File: config.mk
export PLATFORM = sky130hd
export DESIGN_NAME = tefs_back
export DESIGN_NICKNAME = d
export VERILOG_FILES = /design/src/rtl/tefs_pkg.sv /design/src/rtl/tefs_back.sv
export SDC_FILE = /design/constraint.sdc
export NUM_CORES = 1
export LEC_CHECK = 0
export BUFFER_PORTS_ARGS = -buffer_cell sky130_fd_sc_hd__clkbuf_2
export CORE_MARGIN = 2
export CORE_UTILIZATION = 40
export CTS_BUF_LIST = sky130_fd_sc_hd__clkbuf_4 sky130_fd_sc_hd__clkbuf_8 sky130_fd_sc_hd__clkbuf_16
export CTS_CLUSTER_SIZE = 24
export DETAILED_ROUTE_END_ITERATION = 10
export GPL_TIMING_DRIVEN = 0
export PLACE_DENSITY = 0.63
export SLEW_MARGIN = 5
export SYNTH_ARGS = -nofsm -noshare
export SYNTH_HDL_FRONTEND = slang
export SYNTH_SLANG_ARGS = --single-unit
File: constraint.sdc
create_clock -name clock -period 19.4 [get_ports clock]
set_clock_uncertainty 0.15 [all_clocks]
set_input_delay 2.91 -clock clock [delete_from_list [all_inputs] [get_ports clock]]
set_output_delay 2.91 -clock clock [all_outputs]
set_load 0.01 [all_outputs]
File: src/rtl/tefs_pkg.sv
// Shared types, constants and character helpers for the escape and fence stripper.
package tefs_pkg;

   localparam int BLANK_DEPTH_DEF = 16;
   localparam int TAG_DEPTH_DEF   = 32;
   localparam int PREFIX_LEN      = 15;
   localparam int QUEUE_DEPTH     = 4;
   localparam int QAW             = $clog2(QUEUE_DEPTH);
   localparam int SEG_COUNT       = 10;
   // Count widths cover the whole legal range of the depth parameters.
   localparam int BCW             = 7;
   localparam int TCW             = 6;
   localparam int IDXW            = 7;
   localparam int NEMW            = 6;

   localparam logic [7:0] BEL_CHAR = 8'h07;
   localparam logic [7:0] TAB_CHAR = 8'h09;
   localparam logic [7:0] NL_CHAR  = 8'h0A;
   localparam logic [7:0] CR_CHAR  = 8'h0D;
   localparam logic [7:0] ESC_CHAR = 8'h1B;
   localparam logic [7:0] SP_CHAR  = 8'h20;
   localparam logic [7:0] QT_CHAR  = 8'h27;
   localparam logic [7:0] BSL_CHAR = 8'h5C;
   localparam logic [7:0] RBR_CHAR = 8'h5D;
   localparam logic [7:0] US_CHAR  = 8'h5F;

   typedef enum logic [2:0] {
      PH_TEXT,
      PH_ESC,
      PH_OSC,
      PH_OSC_ESC,
      PH_TAG,
      PH_TAG_US
   } phase_type;

   typedef enum logic [3:0] {
      SEG_BLANK,
      SEG_ESC_A,
      SEG_PFX_A,
      SEG_TAG_A,
      SEG_C,
      SEG_PFX_B,
      SEG_ESC_B,
      SEG_TAG_B,
      SEG_NL,
      SEG_BARE
   } seg_type;

   typedef struct packed {
      phase_type      phase;
      logic [3:0]     pm;
      logic [TCW-1:0] tc;
      logic [BCW-1:0] bc;
      logic           als;
      logic           wr;
      logic           cm;
   } front_state_type;

   localparam front_state_type FRONT_RESET = '{
      phase: PH_TEXT, pm: 4'd0, tc: '0, bc: '0, als: 1'b1, wr: 1'b0, cm: 1'b0
   };

   // One command per accepted byte: store write plus the ordered output segments.
   typedef struct packed {
      logic [7:0]      c;
      logic            wr_tag;
      logic            wr_blank;
      logic [IDXW-1:0] wr_idx;
      logic [BCW-1:0]  nb;
      logic            esc_a;
      logic [3:0]      pa;
      logic [TCW-1:0]  ta;
      logic            emit_c;
      logic [3:0]      pb;
      logic            esc_b;
      logic [TCW-1:0]  tb;
      logic            nl;
      logic            bare;
      logic            ovf;
      logic            eot;
   } cmd_type;

   typedef struct packed {
      seg_type         seg;
      logic [IDXW-1:0] idx;
      logic [7:0]      c;
      logic            last;
      logic            eot;
      logic            ovf;
   } slot_type;

   function automatic logic [7:0] prefix_byte(input logic [3:0] i);
      logic [7:0] b;
      unique case (i)
         4'd0, 4'd1, 4'd8, 4'd14: b = US_CHAR;
         4'd2:                    b = 8'h48;
         4'd3, 4'd6, 4'd10, 4'd13: b = 8'h45;
         4'd4:                    b = 8'h52;
         4'd5:                    b = 8'h4D;
         4'd7:                    b = 8'h53;
         4'd9:                    b = 8'h46;
         4'd11:                   b = 8'h4E;
         4'd12:                   b = 8'h43;
         default:                 b = 8'h00;
      endcase
      return b;
   endfunction

   function automatic logic is_alnum(input logic [7:0] c);
      return (c >= 8'h41 && c <= 8'h5A) || (c >= 8'h61 && c <= 8'h7A) ||
             (c >= 8'h30 && c <= 8'h39);
   endfunction

   function automatic logic is_blank(input logic [7:0] c);
      return c == SP_CHAR || c == TAB_CHAR || c == CR_CHAR || c == QT_CHAR;
   endfunction

   // Longest tail of the matched prefix plus the new byte that still starts the prefix.
   function automatic logic [3:0] keep_len(input logic [3:0] k, input logic [7:0] c);
      logic [3:0] res;
      logic       ok;
      logic [4:0] idx;
      logic [7:0] sb;
      res = 4'd0;
      for (int j = 1; j < PREFIX_LEN; j++) begin
         ok = (4'(j) <= k);
         for (int i = 0; i < PREFIX_LEN - 1; i++) begin
            if (i < j) begin
               idx = 5'(k) + 5'd1 - 5'(j) + 5'(i);
               sb  = (idx < 5'(k)) ? prefix_byte(idx[3:0]) : c;
               if (sb != prefix_byte(4'(i))) ok = 1'b0;
            end
         end
         if (ok) res = 4'(j);
      end
      return res;
   endfunction

endpackage

File: src/rtl/tefs_back.sv
// Back end: walks each command's segments, reads the hold stores, drives results.
module tefs_back import tefs_pkg::*; #(
   parameter int BLANK_DEPTH = BLANK_DEPTH_DEF,
   parameter int TAG_DEPTH   = TAG_DEPTH_DEF
) (
   input  logic       clock,
   input  logic       reset,
   input  logic       head_valid,
   input  cmd_type    head_cmd,
   output logic       pop,
   output logic       out_valid,
   input  logic       out_ready,
   output logic [7:0] out_byte,
   output logic       out_has,
   output logic       out_last,
   output logic       out_done,
   output logic       out_ovf
);

   localparam int TAG_AW   = $clog2(TAG_DEPTH);
   localparam int BLANK_AW = $clog2(BLANK_DEPTH);

   logic [7:0]      tag_mem_ff   [TAG_DEPTH];
   logic [7:0]      blank_mem_ff [BLANK_DEPTH];
   logic [7:0]      tag_rd_ff, blank_rd_ff;

   seg_type         seg_ff, seg_in;
   logic [IDXW-1:0] cnt_ff, cnt_in;
   logic            fresh_ff, fresh_in;
   logic [NEMW-1:0] nemit_ff, nemit_in;

   slot_type        s2_ff;
   logic            s2_valid_ff;
   logic [7:0]      ob_ff;
   logic            ov_ff, oh_ff, ol_ff, od_ff, oo_ff;

   logic [IDXW-1:0] len [SEG_COUNT];
   logic            found, more, last, issue, issue_ok, s2_move, store_we;
   seg_type         pick;
   logic [IDXW-1:0] idx;
   slot_type        slot;
   logic [7:0]      s2_byte;

   always_comb begin
      len[SEG_BLANK] = IDXW'(head_cmd.nb);
      len[SEG_ESC_A] = IDXW'(head_cmd.esc_a);
      len[SEG_PFX_A] = IDXW'(head_cmd.pa);
      len[SEG_TAG_A] = IDXW'(head_cmd.ta);
      len[SEG_C]     = IDXW'(head_cmd.emit_c);
      len[SEG_PFX_B] = IDXW'(head_cmd.pb);
      len[SEG_ESC_B] = IDXW'(head_cmd.esc_b);
      len[SEG_TAG_B] = IDXW'(head_cmd.tb);
      len[SEG_NL]    = IDXW'(head_cmd.nl);
      len[SEG_BARE]  = IDXW'(head_cmd.bare);
   end

   // First segment with bytes left, and whether anything follows it.
   always_comb begin
      found = 1'b0;
      pick  = SEG_BLANK;
      idx   = '0;
      for (int s = SEG_COUNT - 1; s >= 0; s--) begin
         if ((4'(s) > seg_ff && len[s] != '0) || (4'(s) == seg_ff && cnt_ff < len[s])) begin
            found = 1'b1;
            pick  = seg_type'(s);
            idx   = (4'(s) == seg_ff) ? cnt_ff : '0;
         end
      end
      more = (idx + 1'b1) < len[pick];
      for (int s = 0; s < SEG_COUNT; s++) begin
         if (4'(s) > pick && len[s] != '0) more = 1'b1;
      end
      last = !more || nemit_ff == '1;
   end

   assign s2_move  = s2_valid_ff && (!ov_ff || out_ready);
   assign issue_ok = !s2_valid_ff || s2_move;
   assign issue    = head_valid && found && issue_ok;
   assign pop      = head_valid && (!found || (issue_ok && last));
   assign store_we = head_valid && fresh_ff && (!found || issue_ok);

   always_comb begin
      slot.seg  = pick;
      slot.idx  = idx;
      slot.c    = head_cmd.c;
      slot.last = last;
      slot.eot  = head_cmd.eot;
      slot.ovf  = head_cmd.ovf;
   end

   always_comb begin
      seg_in   = seg_ff;
      cnt_in   = cnt_ff;
      fresh_in = fresh_ff;
      nemit_in = nemit_ff;
      if (pop) begin
         seg_in   = SEG_BLANK;
         cnt_in   = '0;
         fresh_in = 1'b1;
         nemit_in = '0;
      end else if (issue) begin
         seg_in   = pick;
         cnt_in   = idx + 1'b1;
         fresh_in = 1'b0;
         nemit_in = nemit_ff + 1'b1;
      end
   end

   always_ff @(posedge clock) begin
      if (reset) begin
         seg_ff      <= SEG_BLANK;
         cnt_ff      <= '0;
         fresh_ff    <= 1'b1;
         nemit_ff    <= '0;
         s2_valid_ff <= 1'b0;
         ov_ff       <= 1'b0;
      end else begin
         seg_ff   <= seg_in;
         cnt_ff   <= cnt_in;
         fresh_ff <= fresh_in;
         nemit_ff <= nemit_in;
         if (issue_ok) s2_valid_ff <= issue;
         if (s2_move) ov_ff <= 1'b1;
         else if (out_ready) ov_ff <= 1'b0;
      end
   end

   always_ff @(posedge clock) begin
      if (store_we && head_cmd.wr_tag) tag_mem_ff[head_cmd.wr_idx[TAG_AW-1:0]] <= head_cmd.c;
      if (store_we && head_cmd.wr_blank) begin
         blank_mem_ff[head_cmd.wr_idx[BLANK_AW-1:0]] <= head_cmd.c;
      end
      if (issue) begin
         s2_ff       <= slot;
         tag_rd_ff   <= tag_mem_ff[idx[TAG_AW-1:0]];
         blank_rd_ff <= blank_mem_ff[idx[BLANK_AW-1:0]];
      end
   end

   always_comb begin
      unique case (s2_ff.seg)
         SEG_BLANK:            s2_byte = blank_rd_ff;
         SEG_ESC_A, SEG_ESC_B: s2_byte = ESC_CHAR;
         SEG_PFX_A, SEG_PFX_B: s2_byte = prefix_byte(s2_ff.idx[3:0]);
         SEG_TAG_A, SEG_TAG_B: s2_byte = tag_rd_ff;
         SEG_C:                s2_byte = s2_ff.c;
         SEG_NL:               s2_byte = NL_CHAR;
         default:              s2_byte = 8'h00;
      endcase
   end

   always_ff @(posedge clock) begin
      if (s2_move) begin
         ob_ff <= s2_byte;
         oh_ff <= s2_ff.seg != SEG_BARE;
         ol_ff <= s2_ff.last;
         od_ff <= s2_ff.last && s2_ff.eot;
         oo_ff <= s2_ff.ovf;
      end
   end

   assign out_valid = ov_ff;
   assign out_byte  = ob_ff;
   assign out_has   = oh_ff;
   assign out_last  = ol_ff;
   assign out_done  = od_ff;
   assign out_ovf   = oo_ff;

   a_bare_closes_text: assert property (@(posedge clock) disable iff (reset)
      ov_ff && !oh_ff |-> ol_ff && od_ff)
      else $error("bare end marker without end of run and end of text");

   a_done_is_last: assert property (@(posedge clock) disable iff (reset)
      ov_ff && od_ff |-> ol_ff)
      else $error("end of text flagged on a result that does not end its run");

   a_last_rearms: assert property (@(posedge clock) disable iff (reset)
      issue && last |=> fresh_ff && seg_ff == SEG_BLANK && cnt_ff == '0)
      else $error("sequencer not rearmed after the last result of a command");

endmodule
==> out/results.txt <==
most numerous cell in the Yosys netlist = edfxtp_1
antenna viol nets, final = 0
Gate power share = 0.319
Bufs and invs on worst path = 7
clock power share = 0.301
Final setup viols = 0
Die H = 228 um
I/O Pins = 69
prevailing post-synth register cell = edfxtp_1
worst endpoint required time = 16340 ps
count of cell types in the netlist = 89
die width = 228 um
cell taking the most area after synthesis = edfxtp_1
hold_buf cts = 0
Root Buffer = clkbuf_16
clock sink count = 457
CTS HTree Levels = 2
GR Overflow Total = 0
Commonest cells post-synth = edfxtp_1 (431), nand2_1 (215), nor2_1 (103), nand3_1 (90), mux2i_1 (81)
Synth Register Bits = 457
Pwr per Cell Area = 134 nW/um2
Initial DRT Pass Iterations = 5
fraction of layout cells with a size suffix above 1 = 0.148
Lkg Pwr = 7.89 nW
Post-route DRC = 0
Worst path max stage delay = 510 ps
Worst Hold Class = register to register
starting density of the core = 0.402
# resized after CTS = 0
cts bufs inserted = 48
Int Power = 2.00 mW
via count = 13100
Buffers on Ports = 66
Worst slew margin = 0.102
vias in the first global route = 12900
Setup TNS = 0 ps
syn_area_per_cell = 13.6 um2
wire length per cell = 23.6 um
Post-CTS Setup Bufs = 0
CTS tree = done
Iter 0 DRT Violations = 1557
Final #Nets = 1683
Flop pwr share = 0.380
WS Path Type = primary input to output pin
Yosys warnings = 0
Sw Ratio = 0.346
Area contributors post-synth = edfxtp_1 (65%), mux2i_1 (4.0%), nand2_1 (4.0%)
CP Max Fanout = 12
Seq/Total Area, Yosys = 0.671
core box area = 49900 um2
Final Max Tran Viols = 0
Critical Path AT = 9660 ps
Worst Tran Pin Value = 1340 ps
Post-synth ARST share = 0
area share of the largest cell type after synthesis = 0.645
RSZ-0062 raised after global routing = no
Total GRT Usage = 0.207
post-layout min period = 12720 ps
Max Clk Rate = 78.6 MHz
clk buf depth = 3
initial antenna violation count = 1
status = finished, final reports clean
Post-Synthesis Cells = 1475
Hold Violations, Final = 0
max cap viols = 0
Vias/cell = 5.70
slowest stage cell, crit path = a41oi_1
die area = 52000 um2
row count = 82
Antenna diodes = 0
crit-path leading delay family = compound AO/OA/AOI/OAI gates
final wirelength = 54200 um
startpoint class of the critical path = primary input
pin count of the biggest net entering global routing = 50
clock slew at reported path FFs = 60 ps
Mapped Area = 20100 um2
DP HPWL = 37400 um
clk_lat worst skew = 610 ps
RD Place Congestion = 0.923
EDFF count, synth = 431
crit share post-route = 0.656
Syn Nets = 1566
crit end category = output pin
Sw Pwr = 1.06 mW
synthesis-to-finish area growth = 13.8%
Hold WS = 277 ps
first-pass GRT wire length = 81000 um
Max IR drop VDD = 0.0753 mV
[per-layer routing]
layer,track usage,vias to the layer above,routed length (um)
met5,0,-,0
met4,0.0878,0,2090
met3,0.0361,102,4190
met2,0.337,627,25600
met1,0.275,6514,22400
li1,-,5870,-
[worst paths after layout]
kind                     from     endpoint  slack [ps]  depth (start not counted)
setup / recovery  head_cmd[6]          pop        6680                         27
hold / removal       s2_ff[0]      out_ovf         280                          0
setup reg to reg    cnt_ff[2]  nemit_ff[4]       11650                         26
hold reg to reg      s2_ff[0]      out_ovf         280                          0
[cell families (layout without fill, tap and decap cells)]
logic type | after synthesis | in the layout | share of synthesized area
and+or+nand+nor | 526 | 526 | 0.122
DFF | 457 | 457 | 0.671
AOI/OAI and AO/OA | 216 | 216 | 0.0791
muxes | 116 | 116 | 0.0763
buffers and inverters | 115 | 267 | 0.0253
adders and majority gates | 36 | 36 | 0.0225
xor gates and xnor gates | 9 | 9 | 0.00393
[cells in the final DEF, fill, tap and decap left out, drive strengths merged, types with 17 or more instances in the layout]
cell / n
ha: 36
a21oi: 41
inv: 48
clkbuf: 154
buf: 42
nor2: 104
mux4: 28
a211oi: 20
o21ai: 32
nand2: 218
nand3: 92
dfxtp: 26
mux2i: 82
a31oi: 21
edfxtp: 431
nor3: 23
clkinv: 17
[power groups by stage]
| stage | Sequential [mW] | Clock, mW | Combinational [mW] |
|---|---|---|---|
| 2_1_floorplan | 1.17 | 0 | 0.601 |
| 3_3_place_gp | 1.18 | 0 | 0.950 |
| 3_5_place_dp | 1.18 | 0 | 0.956 |
| 4_1_cts | 1.16 | 0.936 | 0.960 |
| 5_1_grt | 1.17 | 0.971 | 1.04 |
| 6_report | 1.16 | 0.922 | 0.975 |
[state kept, by name, indices dropped and copies added, names as in the netlist, named ones only]
register / count
out_valid: 1
out_has: 1
cnt_ff: 7
s2_valid_ff: 1
out_last: 1
tag_mem_ff: 256
out_ovf: 1
s2_ff: 19
blank_mem_ff: 128
out_done: 1
blank_rd_ff: 8
nemit_ff: 6
fresh_ff: 1
out_byte: 8
seg_ff: 4
tag_rd_ff: 8
[final cells by class]
type / count / area (um2)
Clock inverter: 24 / 280
Inverter: 47 / 181
Buffer: 68 / 328
Tap cell: 672 / 841
Sequential cell: 457 / 13500
Fill cell: 4471 / 27000
Multi-Input combinational cell: 903 / 6090
Timing Repair Buffer: 67 / 350
Clock buffer: 61 / 1310
[stage by stage]
stage | setup WS, ps | area (um2) | cells | power, mW | utilization
4_1_cts | 6730 | 22800 | 2299 | 3.06 | 0.458
6_report | 6680 | 22800 | 2299 | 3.06 | 0.458
5_1_grt | 6180 | 22800 | 2299 | 3.18 | 0.458
2_1_floorplan | 9050 | 20100 | 1475 | 1.77 | -
3_5_place_dp | 6820 | 21300 | 2214 | 2.14 | 0.426
3_3_place_gp | 6820 | 21200 | 2213 | 2.13 | 0.426
No activity file was read; power rests on OpenSTA's default activity.
