==> config.mk <==
export PLATFORM = sky130hd
export DESIGN_NAME = tefs_queue
export DESIGN_NICKNAME = d
export VERILOG_FILES = /design/src/rtl/tefs_pkg.sv /design/src/rtl/tefs_queue.sv
export SDC_FILE = /design/constraint.sdc
export NUM_CORES = 1
export LEC_CHECK = 0
export ABC_AREA = 1
export BUFFER_PORTS_ARGS = -buffer_cell sky130_fd_sc_hd__buf_2
export CAP_MARGIN = 20
export CORE_ASPECT_RATIO = 0.6
export CORE_MARGIN = 5
export CORE_UTILIZATION = 46
export CTS_BUF_LIST = sky130_fd_sc_hd__clkbuf_16
export CTS_CLUSTER_DIAMETER = 80
export CTS_CLUSTER_SIZE = 20
export DETAILED_ROUTE_END_ITERATION = 7
export GPL_TIMING_DRIVEN = 0
export MAX_ROUTING_LAYER = met4
export PLACE_DENSITY_LB_ADDON = 0.1
export SLEW_MARGIN = 20
export SYNTH_ARGS = -nofsm -noshare
export SYNTH_HDL_FRONTEND = slang
export SYNTH_SLANG_ARGS = --single-unit
==> constraint.sdc <==
create_clock -name clock -period 2.6 [get_ports clock]
set_clock_uncertainty 0.05 [all_clocks]
set_input_delay 0.39 -clock clock [delete_from_list [all_inputs] [get_ports clock]]
set_output_delay 0.39 -clock clock [all_outputs]
set_load 0.01 [all_outputs]
==> src/rtl/tefs_pkg.sv <==
// Shared types, constants and character helpers for the escape and fence stripper.
package tefs_pkg;

   localparam int BLANK_DEPTH_DEF = 16;
   localparam int TAG_DEPTH_DEF   = 32;
   localparam int PREFIX_LEN      = 15;
   localparam int QUEUE_DEPTH     = 4;
   localparam int QAW             = $clog2(QUEUE_DEPTH);
   localparam int SEG_COUNT       = 10;
   // Count widths cover the whole legal range of the depth parameters.
   localparam int BCW             = 7;
   localparam int TCW             = 6;
   localparam int IDXW            = 7;
   localparam int NEMW            = 6;

   localparam logic [7:0] BEL_CHAR = 8'h07;
   localparam logic [7:0] TAB_CHAR = 8'h09;
   localparam logic [7:0] NL_CHAR  = 8'h0A;
   localparam logic [7:0] CR_CHAR  = 8'h0D;
   localparam logic [7:0] ESC_CHAR = 8'h1B;
   localparam logic [7:0] SP_CHAR  = 8'h20;
   localparam logic [7:0] QT_CHAR  = 8'h27;
   localparam logic [7:0] BSL_CHAR = 8'h5C;
   localparam logic [7:0] RBR_CHAR = 8'h5D;
   localparam logic [7:0] US_CHAR  = 8'h5F;

   typedef enum logic [2:0] {
      PH_TEXT,
      PH_ESC,
      PH_OSC,
      PH_OSC_ESC,
      PH_TAG,
      PH_TAG_US
   } phase_type;

   typedef enum logic [3:0] {
      SEG_BLANK,
      SEG_ESC_A,
      SEG_PFX_A,
      SEG_TAG_A,
      SEG_C,
      SEG_PFX_B,
      SEG_ESC_B,
      SEG_TAG_B,
      SEG_NL,
      SEG_BARE
   } seg_type;

   typedef struct packed {
      phase_type      phase;
      logic [3:0]     pm;
      logic [TCW-1:0] tc;
      logic [BCW-1:0] bc;
      logic           als;
      logic           wr;
      logic           cm;
   } front_state_type;

   localparam front_state_type FRONT_RESET = '{
      phase: PH_TEXT, pm: 4'd0, tc: '0, bc: '0, als: 1'b1, wr: 1'b0, cm: 1'b0
   };

   // One command per accepted byte: store write plus the ordered output segments.
   typedef struct packed {
      logic [7:0]      c;
      logic            wr_tag;
      logic            wr_blank;
      logic [IDXW-1:0] wr_idx;
      logic [BCW-1:0]  nb;
      logic            esc_a;
      logic [3:0]      pa;
      logic [TCW-1:0]  ta;
      logic            emit_c;
      logic [3:0]      pb;
      logic            esc_b;
      logic [TCW-1:0]  tb;
      logic            nl;
      logic            bare;
      logic            ovf;
      logic            eot;
   } cmd_type;

   typedef struct packed {
      seg_type         seg;
      logic [IDXW-1:0] idx;
      logic [7:0]      c;
      logic            last;
      logic            eot;
      logic            ovf;
   } slot_type;

   function automatic logic [7:0] prefix_byte(input logic [3:0] i);
      logic [7:0] b;
      unique case (i)
         4'd0, 4'd1, 4'd8, 4'd14: b = US_CHAR;
         4'd2:                    b = 8'h48;
         4'd3, 4'd6, 4'd10, 4'd13: b = 8'h45;
         4'd4:                    b = 8'h52;
         4'd5:                    b = 8'h4D;
         4'd7:                    b = 8'h53;
         4'd9:                    b = 8'h46;
         4'd11:                   b = 8'h4E;
         4'd12:                   b = 8'h43;
         default:                 b = 8'h00;
      endcase
      return b;
   endfunction

   function automatic logic is_alnum(input logic [7:0] c);
      return (c >= 8'h41 && c <= 8'h5A) || (c >= 8'h61 && c <= 8'h7A) ||
             (c >= 8'h30 && c <= 8'h39);
   endfunction

   function automatic logic is_blank(input logic [7:0] c);
      return c == SP_CHAR || c == TAB_CHAR || c == CR_CHAR || c == QT_CHAR;
   endfunction

   // Longest tail of the matched prefix plus the new byte that still starts the prefix.
   function automatic logic [3:0] keep_len(input logic [3:0] k, input logic [7:0] c);
      logic [3:0] res;
      logic       ok;
      logic [4:0] idx;
      logic [7:0] sb;
      res = 4'd0;
      for (int j = 1; j < PREFIX_LEN; j++) begin
         ok = (4'(j) <= k);
         for (int i = 0; i < PREFIX_LEN - 1; i++) begin
            if (i < j) begin
               idx = 5'(k) + 5'd1 - 5'(j) + 5'(i);
               sb  = (idx < 5'(k)) ? prefix_byte(idx[3:0]) : c;
               if (sb != prefix_byte(4'(i))) ok = 1'b0;
            end
         end
         if (ok) res = 4'(j);
      end
      return res;
   endfunction

endpackage

==> src/rtl/tefs_queue.sv <==
// Short command queue between the front end and the output sequencer.
module tefs_queue import tefs_pkg::*; (
   input  logic    clock,
   input  logic    reset,
   input  logic    push,
   input  cmd_type push_cmd,
   input  logic    pop,
   output logic    full,
   output logic    head_valid,
   output cmd_type head_cmd
);

   cmd_type          entry_ff [QUEUE_DEPTH];
   logic [QAW-1:0]   wp_ff, wp_in, rp_ff, rp_in;
   logic [QAW:0]     count_ff, count_in;

   assign full       = count_ff == (QAW+1)'(QUEUE_DEPTH);
   assign head_valid = count_ff != '0;
   assign head_cmd   = entry_ff[rp_ff];

   always_comb begin
      wp_in    = push ? wp_ff + 1'b1 : wp_ff;
      rp_in    = pop ? rp_ff + 1'b1 : rp_ff;
      count_in = count_ff + (QAW+1)'(push) - (QAW+1)'(pop);
   end

   always_ff @(posedge clock) begin
      if (reset) begin
         wp_ff    <= '0;
         rp_ff    <= '0;
         count_ff <= '0;
      end else begin
         wp_ff    <= wp_in;
         rp_ff    <= rp_in;
         count_ff <= count_in;
      end
   end

   always_ff @(posedge clock) begin
      if (push) entry_ff[wp_ff] <= push_cmd;
   end

endmodule

==> results.yml, run 1 <==
grt:
  overflow: 0
  grt_pass1_wl_mm: 28.6
  grtUsageTotal_pct: 18.2
  grt_max_degree: 43
  grt_pass1_vias: 5148
  antenna_found_initial: 3
yosys:
  synth_edf_count: 204
  synth_common_cells: "edfxtp_1, inv_1, nand2_1"
  ys_warn_count: 0
  async_flop_share_pct: 0
  yosysSeqAreaShare_pct: 74.4
  synth_cell_types: 18
  synth_most_common_cell: "edfxtp_1"
  synth_seq_cells: 213
  syn-num-nets: 714
  yosysTopAreaCell: "edfxtp_1"
  synth.avg_cell_area_um2: 13.0
  netlist_instances: 652
  synth_ff_type: "edfxtp_1"
  synth_top_area_share_pct: 72.3
  synth_area_leaders: "edfxtp_1, inv_1, nand2_1"
  syn_area_um2: 8470
cts:
  clkTransAtPathRegs_ps: 80
  insertion_delay_ps: 470
  htree_num_levels: 1
  cts_root_buf: "clkbuf_16"
  clock_sink_count: 213
  numCtsBuffers: 14
  post-cts-setup-buffers: 0
  cts_buffer_depth: 3
  hold_buffers: 0
  post_cts_resize_count: 0
  cts_tree: "built"
timing:
  fmax_mhz: 445
  timing.slew.headroom_pct: 58.4
  max_slew.worst_pin.slew_ps: 625
  tns_ps: 0
  setup_viol: 0
  drv_slew: 0
  worst_hold_slack_ps: 39.2
  hold_violations: 0
  min_period_over_period_pct: 86.4
  fin_crit_ps: 2250
  rsz0062_at_grt: "no"
critical_path:
  critPathLaunchType: "flop"
  critPathRequiredTime_ps: 2160
  critPathArrivalTime_ps: 1810
  cp-end-kind: "output port"
  worstSetupPathType: "reg2out"
  crit_fanout: 10
place:
  place_hpwl_mm: 11.9
  place.gp.congestion: 0.772
  place_inst: 1003
  portBuffers: 107
  place_area_um2: 9410
detailed_routing:
  drt_iter0_drc: 209
  dr.pass1.iters: 4
  via_per_inst: 4.96
  finalWirelength_mm: 18.7
  wl_per_cell_um: 18.2
  drc: 0
  vias: 5089
  ant_nets: 0
cells_and_area:
  fillCellCount: 1547
  fin_nets: 841
  finalNonFillerCells: 1027
  regArea_um2: 6310
  final_area_um2: 9820
  drive_above_1_share_pct: 20.8
  utilization_pct: 54.3
  multi_input_area_um2: 1480
  area_growth_pct: 15.9
floorplanning:
  design.core.area_um2: 18100
  die_w_um: 185
  initial_core_util_pct: 46.9
  die_height_um: 115
  ios: 108
  rows: 38
  dieArea_um2: 21300
power:
  power.density_nw_per_um2: 699
  peakVddDrop_v: 0.000424
  p_leak_nw: 3.92
run:
  max_cap_viol_count: 0
run_status:
  status: "finished, final reports clean"
min_path:
  hp-class: "in2reg"
area by class of cell:
cell class	count	share of cell area [%]
inverters	119	4.65
flip-flops and latches	213	64.2
well taps	240	3.06
repair buffers	111	6.35
clock buffers	15	3.82
plain buffers	34	2.49
diodes	3	0.0765
multi-input cells	286	15.1
clock inverters	6	0.280
worst max-delay path, stage by stage (launching register included):
cell and delay, ps:
dfxtp_1 340, buf_2 230, buf_2 310, o211ai_1 140, nand2_1 150, buf_2 160
worst paths after layout:
path,end,start,slack [ps],depth (start not counted)
max,head_cmd[38],flop,350,5
min,count_ff[1],reset,40,2
max reg2reg,count_ff[2],count_ff[0],940,9
min reg2reg,rp_ff[0],rp_ff[0],430,1
kinds of logic (layout without fill, tap and decap cells):
group,Yosys count,count (layout),synth area share (%)
other cells,0,3,0
compound gates,163,163,11.1
flops,213,213,74.4
simple gates,116,116,5.18
fa+ha+maj,7,7,1.12
buf+inv,153,285,8.15
power by group:
part           leakage [nW]  switching, W  internal, W  total [W]
sequential             1.95     0.0000378      0.00392    0.00395
clock                 0.216       0.00105      0.00104    0.00209
combinational          1.75      0.000537     0.000286   0.000823
total                  3.92       0.00162      0.00525    0.00687
placed cells by master, fill, tap and decap left out, types with 2 or more instances in the layout:
cell type	instances
o21ai_0	45
nand3_1	2
inv_4	4
nand2_1	110
a21oi_1	57
diode_2	3
ha_1	6
o21ai_1	10
buf_4	3
buf_12	3
dfxtp_1	9
clkbuf_16	15
edfxtp_1	204
inv_1	120
o211ai_1	51
buf_6	11
buf_2	125
nor2_1	3
metal layers:
metal  share of wire (%)  wire length, µm  GRT usage [%]
met1                  48             8910           26.0
met2                  45             8480           28.5
met3                 5.7             1060           3.00
met4                 1.3              244           2.88
met5                   0                0              -
registers in the layout, indices dropped and copies added, names as in the netlist, named ones only:
register  flops
count_ff      3
rp_ff         2
entry_ff    204
wp_ff         2
stage by stage:
step                      total power, W  setup WS, ps
after global routing             0.00716           249
after global placement           0.00484          -353
after CTS                        0.00694           331
after detailed placement         0.00487           817
after floorplan                  0.00448           560
final                            0.00687           354
Power figures use the tool's default switching activity.
==> run 2, diff against run 1 <==
- PLACE_DENSITY_LB_ADDON: 0.1 -> 0.15
==> run 2 against run 1 <==
Clock power about the same. First-iteration DRC count increased by 32%. Global-route usage is 0.25 points lower. Combinational power barely moved. Via count grew 2.2%. Die area stayed put. Sequential power about the same. Power is essentially flat. Critical path depth increased by 1. Cell area about the same. Routed wire length rose by 0.95%. Largest cell class unchanged.
==> results.yml, run 2 (same netlist as run 1, synthesis figures left out) <==
timing:
  setup_viol: 0
  rsz0062_at_grt: "no"
  worst_slack_ps: 298
  min_period_over_period_pct: 88.5
  max_slew.worst_pin.slew_ps: 588
  fin_crit_ps: 2300
  tns_ps: 0
  hold_violations: 0
  timing.slew.headroom_pct: 60.8
  fmax_mhz: 434
  drv_slew: 0
cts:
  numCtsBuffers: 14
  clock_sink_count: 213
  clkTransAtPathRegs_ps: 80
  post_cts_resize_count: 0
  post-cts-setup-buffers: 0
  hold_buffers: 0
  htree_num_levels: 1
  cts_tree: "built"
  cts_root_buf: "clkbuf_16"
  insertion_delay_ps: 460
  cts_buffer_depth: 3
grt:
  grt_pass1_vias: 5259
  antenna_found_initial: 2
  grt_pass1_wl_mm: 28.3
  overflow: 0
  grt_max_degree: 45
  grtUsageTotal_pct: 17.9
min_path:
  hp-class: "in2reg"
  min_path_cells: 2
cells_and_area:
  final_cell_mix: "edfxtp_1, buf_2, inv_1"
  drive_above_1_share_pct: 20.8
  fin_nets: 841
  largest_reg_flops: 204
  finalNonFillerCells: 1026
  area_growth_pct: 15.9
  utilization_pct: 54.4
  mostFrequentLayoutCell: "edfxtp_1"
  reg.largest.list: "entry_ff: 204 flops, count_ff: 3 flops"
  fillCellCount: 1556
  regMostFlops: "entry_ff"
critical_path:
  path_cells: "buf_2, buf_2, a21oi_1, o21ai_1, nand2_1, buf_2"
  rr_worst_depth: 5
  worstSetupPathType: "reg2out"
  critPathRequiredTime_ps: 2160
  critPathLaunchType: "flop"
  rrSetupSlack_ps: 940
  cpMostUsedCell: "buf_2"
  cp-end-kind: "output port"
  critPathArrivalTime_ps: 1860
  slowest_stage: "dfxtp_1"
  crit_fanout: 10
  slowest_delay_ps: 370
power:
  power_frac_seq_pct: 57.6
  p_sw_w: 0.00162
  power_frac_comb_pct: 12.0
  p_total_w: 0.00686
  power.density_nw_per_um2: 699
  p_leak_nw: 3.92
  swShare_pct: 23.5
  peakVddDrop_v: 0.000389
  cellInternalPower_w: 0.00525
  clkPwrFrac_pct: 30.4
floorplanning:
  initial_core_util_pct: 46.9
  die_w_um: 185
  ios: 108
  die_height_um: 115
  rows: 38
  design.core.area_um2: 18100
  dieArea_um2: 21300
detailed_routing:
  ant_nets: 0
  vias: 5202
  drc: 0
  dr.pass1.iters: 5
  drt_iter0_drc: 276
  wl_per_cell_um: 18.4
  finalWirelength_mm: 18.9
  via_per_inst: 5.07
place:
  place_hpwl_mm: 12.0
  place.gp.congestion: 0.792
  dpl_worst_slack_ps: 810
  place_inst: 1003
  portBuffers: 107
run:
  max_cap_viol_count: 0
run_status:
  status: "finished, final reports clean"
-- run 2: cell types whose count changed in the layout (fill, tap and decap cells not counted), sizes merged --
cell and delta:
diode -1
-- run 2: critical path, delay by kind of cell (launching register included) --
family	cells	cell delay [ps]
compound gates	2	180
buf+inv	3	720
flops	1	370
simple gates	1	120
-- run 2: final cells by class --
type	instances	area, µm²	share of cell area, %
tap	240	300	3.06
inverter	119	457	4.65
buffer	34	244	2.48
multi-input combinational	286	1480	15.0
clock inverter	6	27.5	0.280
sequential	213	6310	64.2
clock buffer	15	375	3.82
timing repair buffer	111	631	6.42
antenna	2	5.00	0.0509
-- run 2: worst paths after layout --
path / startpoint / to
min: reset / count_ff[1]
min reg2reg: rp_ff[1] / flop
max reg2reg: wp_ff[0] / entry_ff[2][42]
max: flop / head_cmd[35]
-- run 2: stage by stage --
stage | area, µm² | hold WS (ps)
floorplan | 8470 | 386
global placement | 9310 | 400
detailed placement | 9420 | 420
CTS | 9820 | 40.5
global route | 9820 | 48.4
finish | 9820 | 63.1
-- run 2: routing by layer --
metal	up-vias	global-route usage, %	part of all wire (%)
met2	148	28.7	47
met4	0	4.06	1.6
li1	2508	-	-
met3	25	3.54	6.1
met1	2521	24.2	45
met5	-	-	0
-- run 2: power groups by stage --
stage / combinational [W] / sequential [W] / clock [W]
floorplan: 0.000451 / 0.00403 / 0
global placement: 0.000789 / 0.00404 / 0
detailed placement: 0.000834 / 0.00403 / 0
CTS: 0.000838 / 0.00395 / 0.00215
global route: 0.000912 / 0.00396 / 0.00229
finish: 0.000820 / 0.00395 / 0.00209
==> run 3, diff against run 2 <==
- GPL_TIMING_DRIVEN: 0 -> unset
==> run 3 against run 2 <==
Global-route usage shrank 2.8 points. Cell area shrank 0.99%. Register-to-register slack lost 30 ps. Final cell count shrank 2.1%. Sequential power is essentially flat. Worst hold slack lost 3.0 ps. Fmax shrank 0.61%. Power shrank 1.3%. Die area is the same. Critical path type unchanged. Highest routed layer unchanged.
==> results.yml, run 3 (same netlist as run 1, synthesis figures left out) <==
run_status:
  status: "finished, final reports clean"
cells_and_area:
  fin_nets: 820
  regMostFlops: "entry_ff"
  reg.largest.list: "entry_ff: 204 flops, count_ff: 3 flops"
  final_cell_mix: "edfxtp_1, inv_1, nand2_1"
  mostFrequentLayoutCell: "edfxtp_1"
  finalNonFillerCells: 1004
  drive_above_1_share_pct: 19.2
  area_growth_pct: 14.8
  largest_reg_flops: 204
  utilization_pct: 53.8
detailed_routing:
  vias: 4899
  finalWirelength_mm: 15.8
  ant_nets: 0
  via_per_inst: 4.88
  wl_per_cell_um: 15.7
  dr.pass1.iters: 4
  drt_iter0_drc: 235
  drc: 0
critical_path:
  r2r-end: "entry_ff[0][2]"
  cpLargestDelayFamily: "flip-flops"
  path_cells: "buf_4, a21oi_1, o21ai_0, nand2_1, buf_2"
  rr_worst_depth: 5
  path_buf_inv: 2
  slowest_stage: "dfxtp_4"
  rrSetupSlack_ps: 910
  critPathArrivalTime_ps: 1880
  critPathLaunchType: "flop"
  r2r_start: "wp_ff[0]"
  worstSetupPathType: "reg2out"
  crit_fanout: 36
  slowest_delay_ps: 560
  cp-end-kind: "output port"
  critPathRequiredTime_ps: 2160
timing:
  drv_slew: 0
  timing.slew.headroom_pct: 59.5
  tns_ps: 0
  max_slew.worst_pin.slew_ps: 607
  fin_crit_ps: 2320
  fmax_mhz: 432
  worst_hold_slack_ps: 60.1
  setup_viol: 0
  hold_violations: 0
  rsz0062_at_grt: "no"
  min_period_over_period_pct: 89.1
grt:
  grtUsageTotal_pct: 15.2
  antenna_found_initial: 2
  grt_pass1_wl_mm: 24.6
  grt_max_degree: 52
  overflow: 0
  grt_pass1_vias: 4692
run:
  max_cap_viol_count: 0
power:
  power.density_nw_per_um2: 697
  p_leak_nw: 3.82
  peakVddDrop_v: 0.000421
min_path:
  hp-class: "in2reg"
  min_to: "count_ff[0]"
  min_path_cells: 2
  min_from: "reset"
cts:
  cts_buffer_depth: 3
  hold_buffers: 0
  clkTransAtPathRegs_ps: 80
  clock_sink_count: 213
  cts_root_buf: "clkbuf_16"
  htree_num_levels: 1
  insertion_delay_ps: 460
  cts_tree: "built"
  numCtsBuffers: 14
floorplanning:
  initial_core_util_pct: 46.9
  dieArea_um2: 21300
  rows: 38
  die_w_um: 185
  die_height_um: 115
  ios: 108
  design.core.area_um2: 18100
place:
  place_hpwl_mm: 9.91
  place_inst: 981
  portBuffers: 107
  place.gp.congestion: 0.745
run 3: worst reg2reg max path, stage by stage, from the launching register on:
cell and delay, ps:
dfxtp_1 330, inv_1 120, ha_1 160, nand2_1 60, inv_2 400, buf_12 260
run 3: worst max-delay path by stage:
stage          startpoint              to  slack (ps)  depth (start not counted)
6_report             flop    head_cmd[27]         280                          5
3_3_place_gp         flop     head_cmd[3]         720                          5
3_5_place_dp         flop    head_cmd[27]         640                          5
2_1_floorplan    wp_ff[0]  entry_ff[2][0]         560                          4
5_1_grt              flop    head_cmd[27]         120                          5
4_1_cts              flop    head_cmd[27]         130                          5
run 3: per-stage QoR:
step	instance area, µm²	worst slack [ps]	power (W)
2_1_floorplan	8470	560	0.00448
3_3_place_gp	9310	721	0.00477
3_5_place_dp	9310	642	0.00480
4_1_cts	9710	126	0.00687
5_1_grt	9730	120	0.00710
6_report	9730	284	0.00678
run 3: power by group:
part | switching [W] | leakage (nW) | internal, W
clock | 0.00102 | 0.211 | 0.00104
sequential | 0.0000580 | 1.95 | 0.00392
combinational | 0.000469 | 1.66 | 0.000270
run 3: routing by layer:
layer	up-vias	track usage (%)	wire, µm
met3	14	3.54	928
met2	105	25.2	7680
li1	2461	-	-
met1	2319	19.7	7040
met4	0	2.30	148
met5	-	-	0
run 3: what timing repair did:
| action | CTS | global route |
|---|---|---|
| buffers inserted | 0 | 1 |
| endpoints found under the setup margin | 0 | 2 |
| endpoints found under the hold margin | 0 | 0 |
| resized for setup | 0 | 0 |
run 3: layout make-up:
cell class / count / area [µm²]
fill: 1515 / 8340
timing repair buffer: 124 / 783
multi-input combinational: 286 / 1480
tap: 240 / 300
clock buffer: 15 / 375
inverter: 119 / 447
antenna: 2 / 5.00
clock inverter: 5 / 23.8
sequential: 213 / 6310
